<file path="config.mk">
export PLATFORM = sky130hd
export DESIGN_NAME = char_lcd_4bit_interface
export DESIGN_NICKNAME = d
export VERILOG_FILES = /design/src/rtl/clcd_pkg.sv /design/src/rtl/clcd_decode.sv /design/src/rtl/clcd_burst.sv /design/src/rtl/char_lcd_4bit_interface.sv
export VERILOG_INCLUDE_DIRS = /design/src /design/src/rtl
export SDC_FILE = /design/constraint.sdc
export NUM_CORES = 1
export LEC_CHECK = 0
export BUFFER_PORTS_ARGS = -buffer_cell sky130_fd_sc_hd__buf_2
export CORE_MARGIN = 2
export CORE_UTILIZATION = 55
export DETAILED_ROUTE_END_ITERATION = 16
export PLACE_DENSITY = 0.77
export SLEW_MARGIN = 5
export SYNTH_ARGS = -nofsm -noshare
export SYNTH_HDL_FRONTEND = slang
export SYNTH_SLANG_ARGS = --single-unit
export TNS_END_PERCENT = 20
</file>
<file path="constraint.sdc">
create_clock -name clk -period 3 [get_ports clk]
set_input_delay 0.15 -clock clk [delete_from_list [all_inputs] [get_ports clk]]
set_output_delay 0.15 -clock clk [all_outputs]
set_load 0.01 [all_outputs]
</file>
<file path="src/rtl/char_lcd_4bit_interface_defines.svh">
// Assertion macros shared by the LCD interface RTL.
// No dependencies; included by the modules that carry checks.
`ifndef CHAR_LCD_4BIT_INTERFACE_DEFINES_SVH
`define CHAR_LCD_4BIT_INTERFACE_DEFINES_SVH
`ifndef SYNTH
`define CLCD_ASSERT(lbl, clk, rst_n, prop) \
	lbl: assert property (@(posedge clk) disable iff (!rst_n) prop) \
	else $error("clcd assertion failed");
`define CLCD_NEVER(lbl, clk, rst_n, cond) \
	lbl: assert property (@(posedge clk) disable iff (!rst_n) !(cond)) \
	else $error("clcd forbidden condition seen");
`else
`define CLCD_ASSERT(lbl, clk, rst_n, prop)
`define CLCD_NEVER(lbl, clk, rst_n, cond)
`endif
`endif

</file>
<file path="src/rtl/clcd_pkg.sv">
// Shared types, codes and constants for the 4-bit character LCD interface.
// No dependencies.
package clcd_pkg;

	localparam int MaxOps = 5;
	localparam int CntW   = $clog2(MaxOps + 1);

	typedef enum logic [1:0] {
		ReqInit      = 2'd0,
		ReqPutChar   = 2'd1,
		ReqGoto      = 2'd2,
		ReqBusyReply = 2'd3
	} req_t;

	typedef enum logic {
		KindWrite    = 1'b0,
		KindBusyRead = 1'b1
	} kind_t;

	typedef enum logic [1:0] {
		WaitShort = 2'd0,
		Wait100us = 2'd1,
		Wait5ms   = 2'd2,
		Wait15ms  = 2'd3
	} wcls_t;

	typedef struct packed {
		kind_t       kind;
		logic        rs;
		logic [3:0]  nib;
		wcls_t       wcls;
	} op_t;

	// one request's worth of bus operations, entry 0 goes out first
	typedef struct packed {
		op_t [MaxOps-1:0] ops;
		logic [CntW-1:0]  cnt;
	} burst_t;

	localparam logic [7:0] CharFormFeed = 8'h0C;
	localparam logic [7:0] CharNewline  = 8'h0A;
	localparam logic [7:0] CharPrintLo  = 8'h20;
	localparam logic [7:0] CharPrintHi  = 8'h7E;
	localparam logic [7:0] CmdClear     = 8'h01;
	localparam logic [7:0] CmdRow1Home  = 8'hC0;
	localparam logic [7:0] CmdSetDdram  = 8'h80;
	localparam logic [7:0] Row1Base     = 8'h40;
	localparam logic [3:0] NibInit3     = 4'h3;
	localparam logic [3:0] NibInit2     = 4'h2;
	localparam logic [2:0] InitFirst    = 3'd1;
	localparam logic [2:0] InitLast     = 3'd5;

	// power-up command sequence, indexed from 0
	function automatic logic [7:0] init_cmd(input logic [2:0] idx);
		logic [7:0] c;
		case (idx)
			3'd0:    c = 8'h28;
			3'd1:    c = 8'h08;
			3'd2:    c = 8'h01;
			3'd3:    c = 8'h06;
			3'd4:    c = 8'h0E;
			default: c = 8'h00;
		endcase
		return c;
	endfunction

endpackage

</file>
<file path="src/rtl/clcd_decode.sv">
// Request decoder and controller state: turns one request into its bus operations.
// Depends on clcd_pkg and the assertion macro header.
`include "char_lcd_4bit_interface_defines.svh"

module clcd_decode (
	input  logic                clk,
	input  logic                arst_n,
	input  logic                accept,
	input  clcd_pkg::req_t      req_type,
	input  logic [7:0]          char_code,
	input  logic [5:0]          column,
	input  logic                row,
	input  logic                busy_req,
	output clcd_pkg::burst_t    burst
);

	logic        waiting_q, waiting_d;
	logic [7:0]  pend_byte_q, pend_byte_d;
	logic        pend_rs_q, pend_rs_d;
	logic [2:0]  init_step_q, init_step_d;

	clcd_pkg::op_t busy_op;
	logic [7:0]    addr;

	always_comb begin
		busy_op      = '0;
		busy_op.kind = clcd_pkg::KindBusyRead;
		addr         = (row ? clcd_pkg::Row1Base : 8'h00) + {2'b00, column};
	end

	always_comb begin
		burst       = '0;
		waiting_d   = waiting_q;
		pend_byte_d = pend_byte_q;
		pend_rs_d   = pend_rs_q;
		init_step_d = init_step_q;
		case (req_type)
			clcd_pkg::ReqInit: begin
				burst.ops[0] = '{clcd_pkg::KindWrite, 1'b0, clcd_pkg::NibInit3,
					clcd_pkg::Wait15ms};
				burst.ops[1] = '{clcd_pkg::KindWrite, 1'b0, clcd_pkg::NibInit3,
					clcd_pkg::Wait100us};
				burst.ops[2] = '{clcd_pkg::KindWrite, 1'b0, clcd_pkg::NibInit3,
					clcd_pkg::WaitShort};
				burst.ops[3] = '{clcd_pkg::KindWrite, 1'b0, clcd_pkg::NibInit2,
					clcd_pkg::WaitShort};
				burst.ops[4] = busy_op;
				burst.cnt    = clcd_pkg::CntW'(5);
				init_step_d  = clcd_pkg::InitFirst;
				pend_byte_d  = clcd_pkg::init_cmd(3'd0);
				pend_rs_d    = 1'b0;
				waiting_d    = 1'b1;
			end
			clcd_pkg::ReqPutChar: begin
				if (!waiting_q) begin
					if (char_code == clcd_pkg::CharFormFeed) begin
						burst.ops[0] = busy_op;
						burst.cnt    = clcd_pkg::CntW'(1);
						pend_byte_d  = clcd_pkg::CmdClear;
						pend_rs_d    = 1'b0;
						waiting_d    = 1'b1;
					end else if (char_code == clcd_pkg::CharNewline) begin
						burst.ops[0] = busy_op;
						burst.cnt    = clcd_pkg::CntW'(1);
						pend_byte_d  = clcd_pkg::CmdRow1Home;
						pend_rs_d    = 1'b0;
						waiting_d    = 1'b1;
					end else if (char_code inside
						{[clcd_pkg::CharPrintLo:clcd_pkg::CharPrintHi]}) begin
						burst.ops[0] = busy_op;
						burst.cnt    = clcd_pkg::CntW'(1);
						pend_byte_d  = char_code;
						pend_rs_d    = 1'b1;
						waiting_d    = 1'b1;
					end
				end
			end
			clcd_pkg::ReqGoto: begin
				if (!waiting_q) begin
					burst.ops[0] = busy_op;
					burst.cnt    = clcd_pkg::CntW'(1);
					pend_byte_d  = clcd_pkg::CmdSetDdram | addr;
					pend_rs_d    = 1'b0;
					waiting_d    = 1'b1;
				end
			end
			clcd_pkg::ReqBusyReply: begin
				if (waiting_q) begin
					if (busy_req) begin
						burst.ops[0] = busy_op;
						burst.cnt    = clcd_pkg::CntW'(1);
					end else begin
						burst.ops[0] = '{clcd_pkg::KindWrite, pend_rs_q, pend_byte_q[7:4],
							clcd_pkg::WaitShort};
						burst.ops[1] = '{clcd_pkg::KindWrite, pend_rs_q, pend_byte_q[3:0],
							clcd_pkg::WaitShort};
						waiting_d    = 1'b0;
						// mid-sequence: queue the next power-up command
						if (init_step_q != 3'd0 && init_step_q != clcd_pkg::InitLast) begin
							burst.ops[2] = busy_op;
							burst.cnt    = clcd_pkg::CntW'(3);
							pend_byte_d  = clcd_pkg::init_cmd(init_step_q);
							pend_rs_d    = 1'b0;
							init_step_d  = init_step_q + 3'd1;
							waiting_d    = 1'b1;
						end else begin
							burst.cnt    = clcd_pkg::CntW'(2);
							init_step_d  = 3'd0;
						end
					end
				end
			end
			default: ;
		endcase
	end

	always_ff @(posedge clk or negedge arst_n) begin
		if (!arst_n) begin
			waiting_q   <= 1'b0;
			pend_byte_q <= 8'h00;
			pend_rs_q   <= 1'b0;
			init_step_q <= 3'd0;
		end else if (accept) begin
			waiting_q   <= waiting_d;
			pend_byte_q <= pend_byte_d;
			pend_rs_q   <= pend_rs_d;
			init_step_q <= init_step_d;
		end
	end

	`CLCD_NEVER(a_step_range, clk, arst_n, init_step_q > clcd_pkg::InitLast)
	`CLCD_ASSERT(a_init_waits, clk, arst_n, (init_step_q != 3'd0) |-> waiting_q)
	`CLCD_ASSERT(a_init_start, clk, arst_n,
		(accept && req_type == clcd_pkg::ReqInit) |=>
		(init_step_q == clcd_pkg::InitFirst && waiting_q))

endmodule

</file>
<file path="src/rtl/clcd_burst.sv">
// Operation buffer and output register: hands out one bus operation per word.
// Depends on clcd_pkg and the assertion macro header.
`include "char_lcd_4bit_interface_defines.svh"

module clcd_burst (
	input  logic                 clk,
	input  logic                 arst_n,
	input  logic                 in_valid,
	output logic                 in_ready,
	input  clcd_pkg::burst_t     burst,
	output logic                 out_valid,
	input  logic                 out_ready,
	output clcd_pkg::op_t        out_op,
	output logic                 out_last
);

	clcd_pkg::op_t [clcd_pkg::MaxOps-1:0] ops_q;
	logic [clcd_pkg::CntW-1:0]            cnt_q;
	logic                                 out_valid_q;
	clcd_pkg::op_t                        out_op_q;
	logic                                 out_last_q;
	logic                                 take;
	logic                                 load;

	assign take     = (cnt_q != '0) && (!out_valid_q || out_ready);
	// free once the final queued word moves to the output register
	assign in_ready = (cnt_q == '0) || (cnt_q == clcd_pkg::CntW'(1) && take);
	assign load     = in_valid && in_ready;

	always_ff @(posedge clk or negedge arst_n) begin
		if (!arst_n) begin
			cnt_q       <= '0;
			out_valid_q <= 1'b0;
		end else begin
			if (load)
				cnt_q <= burst.cnt;
			else if (take)
				cnt_q <= cnt_q - clcd_pkg::CntW'(1);
			if (take)
				out_valid_q <= 1'b1;
			else if (out_ready)
				out_valid_q <= 1'b0;
		end
	end

	always_ff @(posedge clk) begin
		if (load)
			ops_q <= burst.ops;
		else if (take)
			ops_q <= {clcd_pkg::op_t'('0), ops_q[clcd_pkg::MaxOps-1:1]};
		if (take) begin
			out_op_q   <= ops_q[0];
			out_last_q <= (cnt_q == clcd_pkg::CntW'(1));
		end
	end

	assign out_valid = out_valid_q;
	assign out_op    = out_op_q;
	assign out_last  = out_last_q;

	`CLCD_NEVER(a_cnt_range, clk, arst_n, cnt_q > clcd_pkg::CntW'(clcd_pkg::MaxOps))
	`CLCD_ASSERT(a_take_valid, clk, arst_n, take |=> out_valid_q)
	`CLCD_ASSERT(a_last_mark, clk, arst_n,
		take |=> (out_last_q == ($past(cnt_q) == clcd_pkg::CntW'(1))))

endmodule

</file>
<file path="src/rtl/char_lcd_4bit_interface.sv">
// Top level of the 4-bit character LCD interface.
// Depends on clcd_pkg, clcd_decode and clcd_burst.
//
//  channel | handshake            | payload
//  --------+----------------------+--------------------------------------------
//  request | in_valid / in_ready  | req_type char_code column row busy_req
//  bus op  | out_valid / out_ready| op_kind register_select nibble wait_class last
//
// A request is decoded in the cycle it is accepted into a list of up to five bus ops.
// Ops leave one per cycle while out_ready allows, through an output register; the first op
// is loaded into the op buffer on acceptance and then moves to the output register.
// The next request is taken in the cycle its predecessor's final op moves to the output
// register. Requests that produce no op are accepted and load nothing into the buffer.
// Reset clears control state.
// A stalled out_ready holds one op in the output register and backs up the buffer.

module char_lcd_4bit_interface (
	input  logic        clk,
	input  logic        arst_n,
	input  logic        in_valid,
	output logic        in_ready,
	input  logic [1:0]  req_type,
	input  logic [7:0]  char_code,
	input  logic [5:0]  column,
	input  logic        row,
	input  logic        busy_req,
	output logic        out_valid,
	input  logic        out_ready,
	output logic        op_kind,
	output logic        register_select,
	output logic [3:0]  nibble,
	output logic [1:0]  wait_class,
	output logic        last
);

	clcd_pkg::burst_t burst;
	clcd_pkg::op_t    op;
	logic             accept;

	assign accept = in_valid && in_ready;

	clcd_decode u_decode (
		.clk       (clk),
		.arst_n    (arst_n),
		.accept    (accept),
		.req_type  (clcd_pkg::req_t'(req_type)),
		.char_code (char_code),
		.column    (column),
		.row       (row),
		.busy_req  (busy_req),
		.burst     (burst)
	);

	clcd_burst u_burst (
		.clk       (clk),
		.arst_n    (arst_n),
		.in_valid  (in_valid),
		.in_ready  (in_ready),
		.burst     (burst),
		.out_valid (out_valid),
		.out_ready (out_ready),
		.out_op    (op),
		.out_last  (last)
	);

	assign op_kind         = op.kind;
	assign register_select = op.rs;
	assign nibble          = op.nib;
	assign wait_class      = op.wcls;

endmodule
</file>
# After elaboration in Yosys (flattened, before gate mapping)
# Cells that the tools add are included.
[word_totals] register_bits=66 inputBits=22 output_inout_bits=11 wordCells=123
[op_classes] n_addsub=3 n_lt_le_gt_ge=2 eq_ne=17 muxes=51 reduce_logical=19
[ops] op="$mux W40" n=2
[ops] op="$mux W8" n=9
[ops] op="$mux W11" n=6
[ops] op="$pmux W11 S4" n=1
[ops] op="$mux W16" n=2
[ops] op="$pmux W16 S2" n=1
[ops] op="$pmux W8 S4" n=1
[ops] op="$pmux W6 S5" n=1
[ops] op="$mux W27" n=1
[ops] op="$mux W1" n=18
[ops] op="$eq A8 B4 Y1 const B" n=2
[ops] op="$mux W3" n=5
[ops] op="$ge A8 B6 Y1 const B" n=1
[ops] op="$le A8 B7 Y1 const B" n=1
[ops] op="$add A7 B6 Y7" n=1
[ops] op="$mux W7" n=1
[ops] op="$reduce_and A7 Y1" n=1
[ops] op="$eq A3 B1 Y1 const B" n=2
[ops] op="$eq A3 B2 Y1 const B" n=2
[ops] op="$logic_not A3 Y1" n=2
[ops] op="$ne A2 B2 Y1 const B" n=3
[ops] op="$pmux W3 S2" n=1
[ops] op="$reduce_bool A2 Y1" n=3
[ops] op="$reduce_bool A3 Y1" n=2
[ops] op="16 further kinds" n=23

# Logic depth before layout (Yosys ltp)
# Gate-level depths: netlist of the first run.
[logic_depth] word_depth=8 depth_mapped=8 depth_no_buf=8

# Modules after synthesis
# Synthesis of the first run repeated with hierarchy kept, for this count alone.
[unflattened] hier_cells=282 area_unflattened_um2=3712.3
[by_module_without_submodules] mod="clcd_burst" instances=1 cells_each=119 area_per_inst_um2=2361.0 seq_area_each_um2=1571.5
[by_module_without_submodules] mod="clcd_decode" instances=1 cells_each=162 area_per_inst_um2=1345.0 seq_area_each_um2=325.3
[by_module_without_submodules] mod="char_lcd_4bit_interface" instances=1 cells_each=1 area_per_inst_um2=6.3 seq_area_each_um2=0.0

# Least setup slack after synthesis of the first run
# Ideal clock, no wire load.
[synth_path] path_type="flip-flop to flip-flop" from="register u_burst.cnt_q[0] (netlist name)" to="register u_burst.ops_q[0] (netlist name) (enable)" setup_time_ps=365 arrival_time_ps=1539 required_time_ps=2635 slack_ps=1096 stages_incl_launch_ff=7 path_buffers=1 synth_period_minus_slack_ps=1904 path_cell_list="dfrtp_1 inv_1 ha_1 a21o_1 nand3_1 clkbuf_1 nand2_1"
[synth_via] elab_chain_len=6 elab_cells_between_ends=8 cone_classes="eq/ne (1); reduce/logical (7)"
[synth_rtl] item="from (decl)" line="clcd_burst.sv:18" rtl="logic [clcd_pkg::CntW-1:0] cnt_q;"
[synth_rtl] item="from (signal assigned)" line="clcd_burst.sv:36" rtl="cnt_q <= burst.cnt;"
[synth_rtl] item="from (signal assigned)" line="clcd_burst.sv:38" rtl="cnt_q <= cnt_q - clcd_pkg::CntW'(1);"
[synth_rtl] item="$reduce_bool A3 Y1" line="clcd_burst.sv:25" rtl="assign take = (cnt_q != '0) && (!out_valid_q || out_ready);"
[synth_rtl] item="$logic_and A1 B1 Y1" line="clcd_burst.sv:25"
[synth_rtl] item="$logic_and A1 B1 Y1" line="clcd_burst.sv:27" rtl="assign in_ready = (cnt_q == '0) || (cnt_q == clcd_pkg::CntW'(1) && take);"
[synth_rtl] item="$logic_or A1 B1 Y1" line="clcd_burst.sv:27"
[synth_rtl] item="$logic_and A1 B1 Y1" line="clcd_burst.sv:28" rtl="assign load = in_valid && in_ready;"
[synth_rtl] item="$reduce_bool A2 Y1 (no source line) *"
[synth_rtl] item="to (signal assigned)" line="clcd_burst.sv:48" rtl="ops_q <= burst.ops;"
[synth_rtl] item="to (signal assigned)" line="clcd_burst.sv:50" rtl="ops_q <= {clcd_pkg::op_t'('0), ops_q[clcd_pkg::MaxOps-1:1]};"
[synth_rtl] item="to (decl)" line="clcd_burst.sv:17" rtl="clcd_pkg::op_t [clcd_pkg::MaxOps-1:0] ops_q;"
# Mark *: on every way between the ends. The rest lies on a longest branch, timed or not.
# A chain may end at the register's enable or synchronous reset.

# Final worst setup path of the first run
[layout_path] from="register u_decode.init_step_q[0]" to="register u_decode.pend_byte_q[4]"
[layout_via] elab_chain_len=4 elab_cells_between_ends=5 cone_classes="eq/ne (2); reduce/logical (3)"
[layout_rtl] item="from (decl)" line="clcd_decode.sv:20" rtl="logic [2:0] init_step_q, init_step_d;"
[layout_rtl] item="from (signal assigned)" line="clcd_decode.sv:127" rtl="init_step_q <= init_step_d;"
[layout_rtl] item="$ne A3 B3 Y1 / $reduce_bool A3 Y1 (equally long branches)" line="clcd_decode.sv:99" rtl="if (init_step_q != 3'd0 && init_step_q != clcd_pkg::InitLast) begin"
[layout_rtl] item="$logic_and A1 B1 Y1 *" line="clcd_decode.sv:99"
[layout_rtl] item="$ne A2 B1 Y1 (no source line) *"
[layout_rtl] item="$reduce_and A7 Y1 (no source line) *"
[layout_rtl] item="to (signal assigned)" line="clcd_decode.sv:125" rtl="pend_byte_q <= pend_byte_d;"
[layout_rtl] item="to (decl)" line="clcd_decode.sv:18" rtl="logic [7:0] pend_byte_q, pend_byte_d;"
# Marked as above.

==> flow_metrics.tcl, run 1 <==
set metrics [dict create \
    multi_input_area_um2 979.7 \
    min_path_type "in -> reg" \
    overflow 0 \
    rows 23 \
    clock_path_buffers 2 \
    fin_hold_ws_ns 0.2165 \
    setup_slack_ns 0.7074 \
    yosysWarnings 0 \
    syn_area_per_cell_um2 11.06 \
    grt_pass1_wl_um 7348 \
    routed_wl_um 4488 \
    yosys-top-cells-area "edfxtp_1, dfrtp_1, ha_1" \
    powerDensity_nw_per_um2 921.5 \
    synth_top_area_share_pct 33.28 \
    maxCapViolations 0 \
    vias 1597 \
    port_buffers 32 \
    synth.distinct_cells 48 \
    rsz0062_at_grt "no" \
    cts_root_buffer "clkbuf_8" \
    drcViolationCount 0 \
    htreeDepth 2 \
    viasPerCell 5.564 \
    grt_max_degree 22 \
    n_fill_cell 330 \
    place_ws_ns 0.7081 \
    cts.sinks 42 \
    die_area_um2 4630 \
    nets 269 \
    ioPinCount 33 \
    skew_ns 0.005660 \
    worstMarginPinSlew_ns 0.6366 \
    wire_per_inst_um 15.64 \
    worst_setup_path_end_kind "flip-flop" \
    crit_fanout 9 \
    setup-violations-final 0 \
    critPathKind "reg -> reg" \
    drive_gt1_share_pct 23.63 \
    drt_iter0_markers 135 \
    async_flop_share_pct 40.48 \
    worstPathArrival_ns 2.48 \
    firstDrtPassIters 4 \
    final_hold_viol_count 0 \
    syn-cell-area_um2 2256 \
    cts_setup_buffers 0 \
    cts_tree "built" \
    die_h_um 68.05 \
    grt.total_usage_pct 22.33 \
    hpwl_um 3405 \
    placed_area_um2 2442 \
    leakage_nw 1.119 \
    ant_nets 0 \
    synth-edff-count 25 \
    status "finished clean" \
    max_freq_mhz 436.2 \
    syn_to_final_growth_pct 13.70 \
    clock_latency_ns 0.30 \
    cts.reportedPaths.clkPinSlew_ns 0.08 \
    antenna_found_initial 0 \
    fin_area_um2 2565 \
    die_width_um 68.05 \
    synth_fp_nets 237 \
    initial_core_util_pct 56.81 \
    period_share_pct 76.42 \
    coreArea_um2 3971 \
    cts_buffers 5 \
    max_slew_margin_pct 57.46 \
    synth.largest_area_cell "edfxtp_1" \
    peakVddDrop_v 0.0002944 \
    synth_cells 204 \
    grt_pass1_vias 1538 \
    finalSetupTns_ns 0 \
    drv_slew 0 \
    ys_seq_area_share_pct 52.14 \
    register_area_um2 1176 \
    cp-start-kind "flip-flop" \
    crit_required_ns 3.19 \
    routabilityCongestion 0.8607 \
    n_antenna_cell 0 \
    synthFlopType "edfxtp_1" \
    ys_ff_latch 42 \
    period_needed_ns 2.293 \
]
==> logic make-up after synthesis <==
| group | share of synthesized area, % |
|---|---|
| AO/OA/AOI/OAI | 14.53 |
| XOR/XNOR | 1.165 |
| multiplexers | 6.434 |
| adder cells (fa/ha/maj) | 6.101 |
| buffers and inverters | 4.437 |
| flip-flops | 52.14 |
| AND/OR/NAND/NOR | 15.20 |
==> stage by stage <==
step	utilization, %	std cells	power [W]
2_1_floorplan	-	204	0.001667
3_3_place_gp	61.50	278	0.001864
3_5_place_dp	61.50	278	0.001920
4_1_cts	64.59	287	0.002375
5_1_grt	64.59	287	0.002527
6_report	64.59	287	0.002364
==> placed cells by master (no fill, tap or decap), drive strengths merged, types with 3 or more instances in the layout <==
cell type,count
nor2,10
o31ai,3
nor2b,3
a31oi,6
a21oi,13
nand2,29
mux2,9
inv,16
a22oi,3
o21ai,7
nand3,8
dfrtp,17
a221oi,3
edfxtp,25
buf,33
clkbuf,5
ha,11
==> state kept, by name (all words and copies together), names as in the netlist <==
signal and cells:
u_burst.out_op 8, u_decode.pend_rs_q 1, u_burst.ops_q 16, u_burst.cnt_q 3
u_decode.init_step_q 3, u_decode.waiting_q 1, u_decode.pend_byte_q 8, u_burst.out_last 1
u_burst.out_valid 1
==> where the power goes <==
| group | internal, W | switching, W |
|---|---|---|
| clock network | 0.000249 | 0.000202 |
| registers | 0.000962 | 0.000146 |
| logic | 0.000355 | 0.000450 |
| total | 0.00157 | 0.000797 |
==> synth_stat cells (2+ instances only) <==
cell / number
and2_1: 2
ha_1: 11
clkbuf_1: 6
a221oi_1: 3
xnor2_1: 2
nand4_1: 2
buf_2: 2
mux2_4: 8
and3_1: 2
a21oi_1: 12
edfxtp_1: 25
o31ai_1: 3
o211ai_1: 2
o21ai_0: 7
nand2b_1: 2
nand3_1: 7
nor2b_1: 3
nand2_1: 29
a22oi_1: 3
dfrtp_1: 17
nor2_1: 10
a31oi_1: 6
inv_1: 15
==> worst paths after layout <==
path                                    startpoint                 endpoint  slack, ns  depth (start not counted)
hold reg to reg                   u_burst.ops_q[6]        u_burst.out_op[6]       0.42                          0
max in group asynchronous                   arst_n         u_burst.cnt_q[1]       2.42                          2
min in group asynchronous                   arst_n         u_burst.cnt_q[0]       0.30                          2
setup reg to reg           u_decode.init_step_q[0]  u_decode.pend_byte_q[4]       0.71                          7
hold / removal                           out_ready        u_burst.out_valid       0.22                          3
setup / recovery           u_decode.init_step_q[0]  u_decode.pend_byte_q[4]       0.71                          7
==> final cells by class <==
class	count	area share (%)
sequential	42	45.85
multi-input combinational	138	38.20
timing repair buffer	34	6.927
clock buffer	5	2.683
tap	50	2.439
inverter	15	2.195
clock inverter	3	1.707
==> metal layers <==
metal | track usage (%) | routed length [um] | part of all wire, %
met2 | 38.59 | 2255 | 50
met3 | 5.757 | 189 | 4.2
met1 | 26.46 | 1968 | 44
met5 | 0 | 0 | 0
met4 | 8.750 | 74 | 1.6
==> what timing repair did <==
item                      in CTS  in global routing
hold buffers                   1                  0
hold endpoints to repair      17                  0
gates resized for setup        0                  0
==> critical path, cell delays in order, from the launching register on <==
cell      delay, ns
dfrtp_1        0.41
inv_1          0.10
ha_1           0.25
mux2i_2        0.27
nand3b_1       0.12
a22oi_1        0.21
o211a_1        0.48
mux2_4         0.34
No activity file was read; power rests on OpenSTA's default activity.
==> inputs of run 2 (changes only) <==
CORE_UTILIZATION = 51   (was 55)
PLACE_DENSITY = 0.75   (was 0.77)
clock period = 2.1 ns   (was 3 ns; I/O delays follow)
==> run 2 against run 1 <==
Effect of this change:
- utilization fell by 3.8 points
- clock skew barely moved
- first-iteration DRC count fell by 3.7%
- register-to-register slack got worse by 0.57 ns
- final area rose by 1.8%
- sequential power rose by 42%
- combinational power rose by 52%
- sequential cell count did not move
- count of clock-buffer cells in the layout did not move
- critical endpoint is now u_decode.pend_byte_q[0]
==> flow_metrics.tcl, run 2 (synthesis results as in run 1) <==
set metrics [dict create \
    overflow 0 \
    max_freq_mhz 510.0 \
    n_fill_cell 366 \
    cp-start-kind "flip-flop" \
    status "finished clean" \
    cts.reportedPaths.clkPinSlew_ns 0.08 \
    drv_slew 0 \
    viasPerCell 5.600 \
    largest_register_ffs 16 \
    register_area_um2 1176 \
    grt_pass1_vias 1625 \
    peakVddDrop_v 0.0005320 \
    fin_util_pct 60.81 \
    cts_root_buffer "clkbuf_8" \
    r2r_cells 8 \
    worst_setup_path_end_kind "flip-flop" \
    critical-path-max-stage-delay_ns 0.40 \
    worstPathArrival_ns 2.15 \
    cp.depth 8 \
    reg2reg_slack_ns 0.14 \
    drcViolationCount 0 \
    critical-path-top-delay-family "multiplexers" \
    routed_wl_um 4543 \
    dp_cells 285 \
    initial_core_util_pct 52.53 \
    coreArea_um2 4294 \
    grt_max_degree 18 \
    grt_pass1_wl_um 7389 \
    multi_input_area_um2 984.7 \
    crit_required_ns 2.29 \
    hpwl_um 3470 \
    syn_to_final_growth_pct 15.75 \
    cts.sinks 42 \
    path_buf_inv 2 \
    nets 275 \
    finalSetupTns_ns 0 \
    worst_r2r_endpoint "u_decode.pend_byte_q[0]" \
    crit_fanout 9 \
    ioPinCount 33 \
    worstPathCellList "inv_1 -> ha_1 -> mux2i_2 -> nand3b_1 -> a22oi_2 -> o211a_1 -> buf_12 -> mux2_4" \
    clock_path_buffers 2 \
    vias 1652 \
    critPathLaunch "u_decode.init_step_q[0]" \
    stdcell_count 295 \
    leakage_nw 1.138 \
    powerDensity_nw_per_um2 1276 \
    rows 24 \
    mostFrequentLayoutCells "buf_2, nand2_1, edfxtp_1, dfrtp_1, inv_1" \
    antenna_found_initial 0 \
    worstMarginPinSlew_ns 0.5989 \
    max_slew_margin_pct 60.07 \
    grt.total_usage_pct 19.41 \
    min_path_type "in -> reg" \
    drive_gt1_share_pct 25.93 \
    setup-violations-final 0 \
    wire_per_inst_um 15.40 \
    cts_buffers 5 \
    port_buffers 32 \
    firstDrtPassIters 4 \
    n_antenna_cell 0 \
    rsz0062_at_grt "no" \
    die_h_um 70.51 \
    top_register "u_burst.ops_q" \
    critPathKind "reg -> reg" \
    htreeDepth 2 \
    maxCapViolations 0 \
    final_hold_viol_count 0 \
    die_area_um2 4972 \
    period_needed_ns 1.961 \
    drt_iter0_markers 130 \
    crit_path_end "u_decode.pend_byte_q[0]" \
    final_common_cell "buf_2" \
    ant_nets 0 \
    skew_ns 0.005630 \
    cts_tree "built" \
    routabilityCongestion 0.8838 \
    clock_latency_ns 0.29 \
    fin_hold_ws_ns 0.1666 \
    die_width_um 70.51 \
    period_share_pct 93.38 \
    reg2reg_from "u_decode.init_step_q[0]" \
    critPathSlowestCell "dfrtp_1" \
]
-- run 2: changes by cell type in the layout (fill, tap and decap cells not counted) --
cell        change
buf_4           +5
a22oi_1         -1
a22oi_2         +1
buf_12          +1
bufinv_16       -1
clkinv_2        -1
clkinv_4        +1
clkinvlp_4      +1
-- run 2: layout make-up --
| type | count | area share (%) |
|---|---|---|
| sequential | 42 | 45.04 |
| multi-input combinational | 138 | 37.71 |
| timing repair buffer | 40 | 9.008 |
| clock buffer | 5 | 2.635 |
| tap | 52 | 2.492 |
| inverter | 15 | 2.156 |
| clock inverter | 3 | 0.9583 |
-- run 2: per-stage QoR --
stage	setup WS, ns	total power (W)	instance area, um^2
detailed placement	0.08760	0.002794	2495
global placement	0.1728	0.002732	2495
CTS	0.07114	0.003338	2599
floorplan	0.1963	0.002381	2256
finish	0.1391	0.003332	2611
global route	0.01909	0.003544	2611
-- run 2: power breakdown --
group / total, W / switching, W / internal [W] / leakage (nW)
sequential: 0.00158 / 0.000212 / 0.00137 / 0.461
clock: 0.000532 / 0.000292 / 0.000240 / 0.0447
combinational: 0.00122 / 0.000646 / 0.000572 / 0.632
-- run 2: timing repair --
action | in CTS | in global routing
gates resized for setup | 0 | 1
setup buffers | 0 | 1
setup endpoints to repair | 0 | 8
endpoints found under the hold margin | 17 | 0
hold buffers | 1 | 0
-- run 2: worst min-delay path by stage --
stage / cells past startpoint / slack, ns / from / end
after floorplan: 0 / -0.19 / arst_n / u_burst.cnt_q[0]
after global placement: 1 / 0.05 / arst_n / u_decode.pend_byte_q[4]
after detailed placement: 1 / 0.06 / arst_n / u_decode.pend_byte_q[0]
after CTS: 3 / 0.16 / out_ready / u_burst.out_valid
after global routing: 3 / 0.18 / out_ready / u_burst.out_valid
final: 3 / 0.17 / out_ready / u_burst.out_valid
-- run 2: per-layer routing --
metal | part of all wire [%] | vias to the layer above | track usage, %
li1 | - | 817 | -
met1 | 44 | 774 | 24.12
met2 | 50 | 53 | 32.70
met3 | 4.6 | 8 | 4.040
met4 | 2.0 | 0 | 8.547
met5 | 0 | - | 0
-- run 2: worst register-to-register path, stage by stage, from the launching register on --
cell	delay [ns]
dfrtp_1	0.40
inv_1	0.09
ha_1	0.25
mux2i_2	0.18
nand3b_1	0.13
a22oi_2	0.16
o211a_1	0.21
buf_12	0.14
mux2_4	0.30
